<file path="src/hw/rtl/adpcm6_block_decoder_macros.svh">
// ----------------------------------------------------------------------------
// adpcm6 block decoder assertion macros
// Concurrent checks clocked on clk and held off while arst_n is low.
// ----------------------------------------------------------------------------
`ifndef ADPCM6_BLOCK_DECODER_MACROS_SVH
`define ADPCM6_BLOCK_DECODER_MACROS_SVH

`ifndef ASSERT_OFF
// condition holds at every edge
`define ADPCM6_ASSERT(label, cond, msg) \
	label: assert property (@(posedge clk) disable iff (!arst_n) (cond)) else $error(msg);
// condition implies a result in the following cycle
`define ADPCM6_ASSERT_NEXT(label, pre, post, msg) \
	label: assert property (@(posedge clk) disable iff (!arst_n) (pre) |=> (post)) \
		else $error(msg);
`else
`define ADPCM6_ASSERT(label, cond, msg)
`define ADPCM6_ASSERT_NEXT(label, pre, post, msg)
`endif

`endif

</file>
<file path="src/hw/rtl/adpcm6_pkg.sv">
// ----------------------------------------------------------------------------
// adpcm6 package
// Shared types, header layout and predictor coefficients of the decoder.
// ----------------------------------------------------------------------------
package adpcm6_pkg;

	// code and header layout
	localparam int CODE_W         = 6;
	localparam int FILTER_W       = 2;
	localparam int SCALE_W        = 7;
	localparam int HDR_LEFT_BIT   = 5;
	localparam int SCALE_LEFT_BIT = 6;
	localparam logic [SCALE_W-1:0] SHIFT_WRAP = 7'd64;

	// step gain 1057/1024 and history fraction
	localparam int GAIN_PROD_W = 17;
	localparam logic signed [GAIN_PROD_W-1:0] STEP_GAIN = 17'sd1057;
	localparam int FRAC_BITS   = 16;
	localparam int COEF_W      = 8;
	localparam int PRED_SHIFT  = 6;
	localparam int PCM_W       = 16;

	// one decode job handed from the byte parser to the decode engine
	typedef struct packed {
		logic [CODE_W-1:0]   code0;
		logic [CODE_W-1:0]   code1;
		logic                has_code;
		logic                two;
		logic                fin;
		logic [FILTER_W-1:0] filt;
		logic [SCALE_W-1:0]  scale;
	} job_t;

	// first tap coefficient in 1/64
	function automatic logic signed [COEF_W-1:0] coef_a(input logic [FILTER_W-1:0] sel);
		logic signed [COEF_W-1:0] c;
		unique case (sel)
			2'd0: c = 8'sd0;
			2'd1: c = 8'sd60;
			2'd2: c = 8'sd115;
			2'd3: c = 8'sd98;
		endcase
		return c;
	endfunction

	// second tap coefficient in 1/64
	function automatic logic signed [COEF_W-1:0] coef_b(input logic [FILTER_W-1:0] sel);
		logic signed [COEF_W-1:0] c;
		unique case (sel)
			2'd0: c = 8'sd0;
			2'd1: c = 8'sd0;
			2'd2: c = -8'sd52;
			2'd3: c = -8'sd55;
		endcase
		return c;
	endfunction

endpackage

</file>
<file path="src/hw/rtl/adpcm6_block_decoder.sv">
// ----------------------------------------------------------------------------
// adpcm6 block decoder
// 6-bit two-tap ADPCM decoder: compressed bytes in, 16-bit PCM samples out.
// ----------------------------------------------------------------------------
// Order: an accepted byte is registered as a job; the shared sample step with its
// history feedback takes its first code into the output register, then the second
// code of a group-end byte. Throughput while the output is not stalled: one code a
// cycle and one byte per cycle, a group-end byte with two codes stalling the next byte.
// Reset (arst_n low, asynchronous): history zero, no filter, no shift, next byte
// is read as a block header, no item pending.
module adpcm6_block_decoder #(
	parameter int BLOCK_DATA_BYTES = 24,
	parameter int HISTORY_BITS     = 48
) (
	input  logic                              clk,
	input  logic                              arst_n,
	input  logic                              byte_valid,
	output logic                              byte_stall,
	input  logic [7:0]                        data_byte,
	input  logic                              final_byte,
	output logic                              pcm_valid,
	input  logic                              pcm_stall,
	output logic signed [adpcm6_pkg::PCM_W-1:0] pcm_value,
	output logic                              run_end,
	output logic                              stream_end
);
	import adpcm6_pkg::*;

	logic job_valid;
	job_t job;
	logic job_done;

	// byte parsing and job register
	adpcm6_parse #(
		.BLOCK_DATA_BYTES(BLOCK_DATA_BYTES)
	) u_parse (
		.clk        (clk),
		.arst_n     (arst_n),
		.byte_valid (byte_valid),
		.byte_stall (byte_stall),
		.data_byte  (data_byte),
		.final_byte (final_byte),
		.job_valid  (job_valid),
		.job        (job),
		.job_done   (job_done)
	);

	// sample decode and output register
	adpcm6_engine #(
		.HISTORY_BITS(HISTORY_BITS)
	) u_engine (
		.clk        (clk),
		.arst_n     (arst_n),
		.job_valid  (job_valid),
		.job        (job),
		.job_done   (job_done),
		.pcm_valid  (pcm_valid),
		.pcm_stall  (pcm_stall),
		.pcm_value  (pcm_value),
		.run_end    (run_end),
		.stream_end (stream_end)
	);

endmodule

</file>
<file path="src/hw/rtl/adpcm6_parse.sv">
// ----------------------------------------------------------------------------
// adpcm6 byte parser
// Splits the byte stream into headers and 6-bit codes and registers one
// decode job per accepted byte that needs work.
// ----------------------------------------------------------------------------
`include "adpcm6_block_decoder_macros.svh"

module adpcm6_parse #(
	parameter int BLOCK_DATA_BYTES = 24
) (
	input  logic              clk,
	input  logic              arst_n,
	input  logic              byte_valid,
	output logic              byte_stall,
	input  logic [7:0]        data_byte,
	input  logic              final_byte,
	output logic              job_valid,
	output adpcm6_pkg::job_t  job,
	input  logic              job_done
);
	import adpcm6_pkg::*;

	localparam int FILL_W = $clog2(BLOCK_DATA_BYTES + 1);
	localparam logic [FILL_W-1:0] FILL_FULL = FILL_W'(BLOCK_DATA_BYTES);

	typedef enum logic [1:0] {
		POS_FIRST  = 2'd0,
		POS_SECOND = 2'd1,
		POS_THIRD  = 2'd2
	} pos_t;

	logic                job_valid_s1;
	job_t                job_s1;
	logic [FILL_W-1:0]   fill_q, fill_n, fill_p1, fill_p2;
	pos_t                pos_q, pos_n;
	logic [7:0]          held_q, held_n;
	logic [FILTER_W-1:0] filt_q, filt_n;
	logic [SCALE_W-1:0]  scale_q, scale_n, wrap;
	logic                need_job;
	logic                accept;
	job_t                job_n;

	// next parser state and job for the byte on the port
	always_comb begin
		fill_n   = fill_q;
		pos_n    = pos_q;
		held_n   = held_q;
		filt_n   = filt_q;
		scale_n  = scale_q;
		need_job = 1'b0;
		job_n          = '0;
		job_n.filt     = filt_q;
		job_n.scale    = scale_q;
		job_n.fin      = final_byte;
		fill_p1  = fill_q + FILL_W'(1);
		fill_p2  = fill_q + FILL_W'(2);
		wrap     = SHIFT_WRAP - {1'b0, data_byte[CODE_W-1:0]};
		if (fill_q >= FILL_FULL) begin
			// header byte
			filt_n = data_byte[7:6];
			if (data_byte[HDR_LEFT_BIT]) begin
				scale_n = {1'b1, wrap[CODE_W-1:0]};
			end else begin
				scale_n = {2'b00, data_byte[4:0]};
			end
			fill_n   = '0;
			pos_n    = POS_FIRST;
			need_job = final_byte;
		end else begin
			need_job       = 1'b1;
			job_n.has_code = 1'b1;
			held_n         = data_byte;
			unique case (pos_q)
				POS_SECOND: begin
					job_n.code0 = {held_q[1:0], data_byte[7:4]};
					fill_n      = fill_p1;
					pos_n       = POS_THIRD;
				end
				POS_THIRD: begin
					job_n.code0 = {held_q[3:0], data_byte[7:6]};
					job_n.code1 = data_byte[5:0];
					pos_n       = POS_FIRST;
					if (!final_byte && (fill_p1 < FILL_FULL)) begin
						job_n.two = 1'b1;
						fill_n    = fill_p2;
					end else begin
						fill_n    = fill_p1;
					end
				end
				default: begin
					job_n.code0 = data_byte[7:2];
					pos_n       = POS_SECOND;
				end
			endcase
		end
		// end of stream returns the parser to its reset state
		if (final_byte) begin
			fill_n  = FILL_FULL;
			pos_n   = POS_FIRST;
			held_n  = '0;
			filt_n  = '0;
			scale_n = '0;
		end
	end

	assign byte_stall = job_valid_s1 && !job_done;
	assign accept     = byte_valid && !byte_stall;

	// parser state and job register
	always_ff @(posedge clk or negedge arst_n) begin
		if (!arst_n) begin
			job_valid_s1 <= 1'b0;
			job_s1       <= '0;
			fill_q       <= FILL_FULL;
			pos_q        <= POS_FIRST;
			held_q       <= '0;
			filt_q       <= '0;
			scale_q      <= '0;
		end else if (accept) begin
			job_valid_s1 <= need_job;
			job_s1       <= job_n;
			fill_q       <= fill_n;
			pos_q        <= pos_n;
			held_q       <= held_n;
			filt_q       <= filt_n;
			scale_q      <= scale_n;
		end else if (job_done) begin
			job_valid_s1 <= 1'b0;
		end
	end

	assign job_valid = job_valid_s1;
	assign job       = job_s1;

	`ADPCM6_ASSERT(a_fill_range, fill_q <= FILL_FULL, "block fill past block size")
	`ADPCM6_ASSERT_NEXT(a_job_hold, job_valid_s1 && !job_done, job_valid_s1 && $stable(job_s1), "pending job changed before done")
	`ADPCM6_ASSERT(a_two_has_code, !(job_valid_s1 && job_s1.two) || job_s1.has_code, "two-code job without codes")

endmodule

</file>
<file path="src/hw/rtl/adpcm6_step.sv">
// ----------------------------------------------------------------------------
// adpcm6 sample step
// Scales one code, adds the two-tap prediction, saturates the new history
// value and clips it to a 16-bit sample.
// ----------------------------------------------------------------------------
module adpcm6_step #(
	parameter int HISTORY_BITS = 48
) (
	input  logic [adpcm6_pkg::CODE_W-1:0]   code,
	input  logic [adpcm6_pkg::FILTER_W-1:0] filt,
	input  logic [adpcm6_pkg::SCALE_W-1:0]  scale,
	input  logic signed [HISTORY_BITS-1:0]  hist_recent,
	input  logic signed [HISTORY_BITS-1:0]  hist_older,
	output logic signed [HISTORY_BITS-1:0]  hist_new,
	output logic signed [adpcm6_pkg::PCM_W-1:0] pcm
);
	import adpcm6_pkg::*;

	localparam int H      = HISTORY_BITS;
	localparam int PW     = H + COEF_W;
	localparam int TERM_W = 65;
	localparam int SW     = ((H + 2) > TERM_W ? (H + 2) : TERM_W) + 1;
	localparam logic signed [H-1:0] HIST_MAX  = {1'b0, {(H-1){1'b1}}};
	localparam logic signed [H-1:0] HIST_MIN  = {1'b1, {(H-1){1'b0}}};
	localparam logic signed [H-1:0] PCM_HI_LIM = {{(H-31){1'b0}}, 15'h7FFF, 16'h0000};
	localparam logic signed [H-1:0] PCM_LO_LIM = {{(H-31){1'b1}}, 31'h0};
	localparam logic signed [PCM_W-1:0] PCM_MAX = 16'sh7FFF;
	localparam logic signed [PCM_W-1:0] PCM_MIN = 16'sh8000;

	logic signed [CODE_W-1:0]      code_s;
	logic signed [GAIN_PROD_W-1:0] gain;
	logic signed [SW-1:0]          base, term, pred, sum;
	logic signed [PW-1:0]          prod_a, prod_b, pred_sum;
	logic                          in_range;
	logic                          round_up;

	// scaled step: code * 1057 * 2^16, then the block's shift
	always_comb begin
		code_s = code;
		gain   = GAIN_PROD_W'(code_s) * STEP_GAIN;
		base   = SW'(gain) <<< FRAC_BITS;
		if (scale[SCALE_LEFT_BIT]) begin
			term = base <<< scale[CODE_W-1:0];
		end else begin
			term = base >>> scale[CODE_W-1:0];
		end
	end

	// two-tap prediction, floored to the history grid
	always_comb begin
		prod_a   = PW'(hist_recent) * PW'(coef_a(filt));
		prod_b   = PW'(hist_older) * PW'(coef_b(filt));
		pred_sum = prod_a + prod_b;
		pred     = SW'(pred_sum >>> PRED_SHIFT);
	end

	// saturate the new history value
	always_comb begin
		sum      = term + pred;
		in_range = (&sum[SW-1:H-1]) || !(|sum[SW-1:H-1]);
		if (in_range) begin
			hist_new = sum[H-1:0];
		end else if (sum[SW-1]) begin
			hist_new = HIST_MIN;
		end else begin
			hist_new = HIST_MAX;
		end
	end

	// clip and truncate toward zero
	always_comb begin
		round_up = hist_new[H-1] && (|hist_new[FRAC_BITS-1:0]);
		if (hist_new >= PCM_HI_LIM) begin
			pcm = PCM_MAX;
		end else if (hist_new <= PCM_LO_LIM) begin
			pcm = PCM_MIN;
		end else begin
			pcm = hist_new[FRAC_BITS+PCM_W-1:FRAC_BITS] + PCM_W'(round_up);
		end
	end

endmodule

</file>
<file path="src/hw/rtl/adpcm6_engine.sv">
// ----------------------------------------------------------------------------
// adpcm6 decode engine
// Runs each job's codes through the sample step one per cycle unless the
// output stalls, keeps predictor history, holds the result item for output.
// ----------------------------------------------------------------------------
`include "adpcm6_block_decoder_macros.svh"

module adpcm6_engine #(
	parameter int HISTORY_BITS = 48
) (
	input  logic                              clk,
	input  logic                              arst_n,
	input  logic                              job_valid,
	input  adpcm6_pkg::job_t                  job,
	output logic                              job_done,
	output logic                              pcm_valid,
	input  logic                              pcm_stall,
	output logic signed [adpcm6_pkg::PCM_W-1:0] pcm_value,
	output logic                              run_end,
	output logic                              stream_end
);
	import adpcm6_pkg::*;

	logic                           phase_q;
	logic signed [HISTORY_BITS-1:0] hist_recent_q, hist_older_q, hist_new;
	logic signed [PCM_W-1:0]        pcm;
	logic                           pcm_valid_q;
	logic signed [PCM_W-1:0]        pcm_value_q;
	logic                           run_end_q, stream_end_q;
	logic [CODE_W-1:0]              cur_code;
	logic                           out_free, do_step, last, emit;

	assign cur_code = phase_q ? job.code1 : job.code0;

	adpcm6_step #(
		.HISTORY_BITS(HISTORY_BITS)
	) u_step (
		.code        (cur_code),
		.filt        (job.filt),
		.scale       (job.scale),
		.hist_recent (hist_recent_q),
		.hist_older  (hist_older_q),
		.hist_new    (hist_new),
		.pcm         (pcm)
	);

	// step control: a clear-only job needs no output slot
	assign out_free = !pcm_valid_q || !pcm_stall;
	assign do_step  = job_valid && (!job.has_code || out_free);
	assign last     = !job.two || phase_q;
	assign job_done = do_step && last;
	assign emit     = do_step && job.has_code;

	// code phase and predictor history
	always_ff @(posedge clk or negedge arst_n) begin
		if (!arst_n) begin
			phase_q       <= 1'b0;
			hist_recent_q <= '0;
			hist_older_q  <= '0;
		end else begin
			if (job_done) begin
				phase_q <= 1'b0;
			end else if (do_step) begin
				phase_q <= 1'b1;
			end
			if (job_done && job.fin) begin
				hist_recent_q <= '0;
				hist_older_q  <= '0;
			end else if (emit) begin
				hist_recent_q <= hist_new;
				hist_older_q  <= hist_recent_q;
			end
		end
	end

	// output register
	always_ff @(posedge clk or negedge arst_n) begin
		if (!arst_n) begin
			pcm_valid_q <= 1'b0;
		end else if (emit) begin
			pcm_valid_q <= 1'b1;
		end else if (!pcm_stall) begin
			pcm_valid_q <= 1'b0;
		end
	end

	always_ff @(posedge clk) begin
		if (emit) begin
			pcm_value_q  <= pcm;
			run_end_q    <= last;
			stream_end_q <= last && job.fin;
		end
	end

	assign pcm_valid  = pcm_valid_q;
	assign pcm_value  = pcm_value_q;
	assign run_end    = run_end_q;
	assign stream_end = stream_end_q;

	`ADPCM6_ASSERT(a_phase_two, !phase_q || (job_valid && job.two), "second phase without two-code job")
	`ADPCM6_ASSERT_NEXT(a_hist_clear, job_done && job.fin, (hist_recent_q == '0) && (hist_older_q == '0), "history not cleared at end of stream")
	`ADPCM6_ASSERT_NEXT(a_stream_end_last, emit && job.fin && last, stream_end_q && run_end_q, "stream end not flagged on last sample")

endmodule
</file>
<file path="config.mk">
export PLATFORM = sky130hd
export DESIGN_NAME = adpcm6_block_decoder
export DESIGN_NICKNAME = d
export VERILOG_FILES = /design/src/hw/rtl/adpcm6_pkg.sv /design/src/hw/rtl/adpcm6_block_decoder.sv /design/src/hw/rtl/adpcm6_parse.sv /design/src/hw/rtl/adpcm6_step.sv /design/src/hw/rtl/adpcm6_engine.sv
export VERILOG_INCLUDE_DIRS = /design/src /design/src/hw/rtl
export SDC_FILE = /design/constraint.sdc
export NUM_CORES = 2
export LEC_CHECK = 0
export BUFFER_PORTS_ARGS = -buffer_cell sky130_fd_sc_hd__buf_2
export CORE_ASPECT_RATIO = 0.8
export CORE_MARGIN = 2
export CORE_UTILIZATION = 40
export CTS_CLUSTER_SIZE = 30
export DETAILED_ROUTE_END_ITERATION = 8
export HOLD_SLACK_MARGIN = 0.03
export SLEW_MARGIN = 10
export SYNTH_ARGS = -nofsm -noshare
export SYNTH_HDL_FRONTEND = slang
export SYNTH_SLANG_ARGS = --single-unit
</file>
<file path="constraint.sdc">
create_clock -name clk -period 18.5 [get_ports clk]
set_input_delay 3.7 -clock clk [delete_from_list [all_inputs] [get_ports clk]]
set_output_delay 3.7 -clock clk [all_outputs]
set_load 0.005 [all_outputs]
</file>
==> results.sh <==
export IMPL_overflow=0
export IMPL_synth_flop_cell="dfrtp_1"
export IMPL_clk_pin_slew_ns=0.08
export IMPL_hold_class="reg -> reg"
export IMPL_yosys_area_top_type="fa_1"
export IMPL_slew_viol_final=0
export IMPL_reg2reg_slack_ns=2.46
export IMPL_worst_ep_arrival_time_ns=16.25
export IMPL_rsz0062_at_grt="no"
export IMPL_ios=33
export IMPL_cpMaxStageDelayCell="ha_1"
export IMPL_die_w_um=337.1
export IMPL_path_max_fanout=50
export IMPL_wirelength_um=109200
export IMPL_via_count=29194
export IMPL_timing_final_crit_share=0.8671
export IMPL_cts_buffer_depth=2
export IMPL_grt_first_pass_wirelength_um=173100
export IMPL_skew_ns=0.02412
export IMPL_ys_seq_area_frac=0.1161
export IMPL_initial_core_util=0.4046
export IMPL_synthCells=4192
export IMPL_synth_fp_nets=5062
export IMPL_root_buffer="clkbuf_16"
export IMPL_synthesis_area_um2=35500
export IMPL_dieArea_um2=91170
export IMPL_cts_tree="yes"
export IMPL_path_class="reg -> reg"
export IMPL_core_area_um2=87750
export IMPL_ys_top_cells_by_area="fa_1 28%, ha_1 13%, dfrtp_1 9.9%"
export IMPL_cts_hold_buf=0
export IMPL_yosysUniqueCellTypes=94
export IMPL_cts_htree_levels=4
export IMPL_synth_top_area_frac=0.2786
export IMPL_port_buffers=32
export IMPL_wl_per_cell_um=20.68
export IMPL_ys_ff_latch=161
export IMPL_clock_sinks=161
export IMPL_postCtsSetupRepairBufs=0
export IMPL_syn_area_per_cell_um2=8.469
export IMPL_post_dp_hpwl_um=90810
export IMPL_cp_start_kind="register"
export IMPL_end_kind="register"
export IMPL_viasPerCell=5.526
export IMPL_grt_antenna_before_repair=8
export IMPL_slowest_delay_ns=0.93
export IMPL_clk_latency_ns=0.52
export IMPL_fin_setup_tns_ns=0
export IMPL_row_count=97
export IMPL_clock_fmax_mhz=62.34
export IMPL_synthArstFlopShare=0.8882
export IMPL_drtIter0Drc=3156
export IMPL_syn_to_final_growth_pct=4.931
export IMPL_final_antenna_net_count=0
export IMPL_maxSlewHeadroom=0.2471
export IMPL_hold_violations=0
export IMPL_status="complete, no violations"
export IMPL_drc=0
export IMPL_maxCapViolCount=0
export IMPL_track_usage=0.2459
export IMPL_period_needed_ns=16.04
export IMPL_tightest_slew_ns=1.129
export IMPL_post_cts_resized=0
export IMPL_nets=4951
export IMPL_grt_max_degree=73
export IMPL_cp_required_ns=18.71
export IMPL_gp_congestion=0.9686
export IMPL_synth_edff_count=18
export IMPL_grt_pass1_vias=29245
export IMPL_setup_violations_final=0
export IMPL_dr_pass1_iters=6
export IMPL_yosys_warnings=0
export IMPL_cts_made_buffers=17
export IMPL_dieHeight_um=270.5
export IMPL_drive_gt1_frac=0.04055
[placed cells by master, fill, tap and decap left out, types with 44 or more instances in the layout]
cell | synthesis | routed
a21oi_1 | 234 | 234
a22o_1 | 62 | 62
and2_1 | 329 | 329
dfrtp_1 | 141 | 137
fa_1 | 494 | 494
ha_1 | 363 | 361
inv_1 | 701 | 700
nand2_1 | 309 | 308
nand3_1 | 48 | 48
nand4_1 | 53 | 53
nor2_1 | 270 | 269
nor2b_1 | 70 | 70
nor3_1 | 49 | 49
o21ai_0 | 234 | 234
xnor2_1 | 77 | 77
xor2_1 | 44 | 44
[synth_stat cells (9+ instances only)]
library cell / number
ha_1: 363
a31oi_1: 22
o211ai_1: 23
or3_1: 13
o31ai_1: 28
dfrtp_1: 141
xnor2_1: 77
nand2_1: 309
or2_2: 11
o21ai_1: 9
o21a_1: 31
inv_1: 701
a22oi_1: 20
nand4_1: 53
edfxtp_1: 18
o21ai_0: 234
mux2_2: 30
and3_1: 11
a22o_1: 62
nor3_1: 49
and2_1: 329
buf_2: 11
xor2_1: 44
buf_1: 12
nor4_1: 11
a21o_1: 28
o21bai_1: 22
mux2i_1: 37
a21oi_1: 234
a221oi_1: 11
fa_1: 494
a211oi_1: 20
nor2_1: 270
nand2b_1: 16
nor2b_1: 70
nand3_1: 48
a21boi_0: 11
clkbuf_1: 164
o22ai_1: 20
or4_1: 11
[critical path, delay by kind of cell (launching register included)]
family                     cells  cell delay [ns]
buffers and inverters          8             1.39
xor gates and xnor gates       4             1.26
AOI/OAI and AO/OA             20             5.56
and+or+nand+nor                7             1.69
DFF                            1             0.72
adders and majority gates     10             5.05
[final timing paths]
kind | depth (start not counted) | to | from
worst max-delay path | 49 | u_engine.pcm_value[12] | u_parse.job[8]
min in group asynchronous | 1 | u_engine.hist_older_q[18] | arst_n
worst min register to register | 2 | u_parse.job[13] | u_parse.job[13]
worst max register to register | 49 | u_engine.pcm_value[12] | u_parse.job[8]
worst min-delay path | 2 | u_parse.job[13] | u_parse.job[13]
max in group asynchronous | 2 | u_parse.job[3] | arst_n
[flip-flops by register name (all words and copies together), names as in the netlist]
| register | flops |
|---|---|
| u_engine.hist_older_q | 48 |
| u_engine.hist_recent_q | 48 |
| u_parse.job | 24 |
| u_engine.pcm_value | 16 |
| u_parse.scale_q | 7 |
| u_parse.fill_q | 5 |
| u_parse.held_q | 4 |
| u_parse.filt_q | 2 |
| u_parse.pos_q | 2 |
| u_engine.pcm_valid | 1 |
| u_engine.phase_q | 1 |
| u_engine.run_end | 1 |
| u_engine.stream_end | 1 |
| u_parse.job_valid | 1 |
[layout make-up]
type                    count  area, um^2
diodes                      1       2.502
clock buffers              18       429.2
clock inverters            14       167.7
fillers                  8895       50500
inverters                 704        2643
multi-input cells        3138       28030
flip-flops and latches    161        4126
well taps                1188        1486
repair buffers             59       369.1
[cell families after synthesis]
logic type / count (synthesis) / synth area share
AOI/OAI and AO/OA: 857 / 0.1545
buffers and inverters: 893 / 0.09512
xor gates and xnor gates: 122 / 0.03031
adders and majority gates: 857 / 0.4065
muxes: 68 / 0.02058
DFF: 161 / 0.1161
and+or+nand+nor: 1234 / 0.1769
[layer usage]
metal / track usage / vias to the layer above / share of wire
met5: 0 / - / 0.00011
met4: 0.05075 / 2 / 0.017
met3: 0.04214 / 101 / 0.079
met2: 0.3623 / 1011 / 0.42
met1: 0.3744 / 14490 / 0.48
li1: - / 13590 / -
[through the flow]
step	worst slack, ns	cell area, um^2	utilization	hold slack, ns	instances
2_1_floorplan	6.252	35500	-	0.4444	4192
3_3_place_gp	2.989	36650	0.4177	0.4585	5250
3_5_place_dp	2.927	36650	0.4177	0.4697	5250
4_1_cts	2.875	37250	0.4245	0.4927	5282
5_1_grt	1.543	37250	0.4245	0.5170	5282
6_report	2.458	37250	0.4245	0.4860	5283
Power is not shown: default switching activity piles up to over one toggle a cycle in this logic, so the estimate is an artifact.
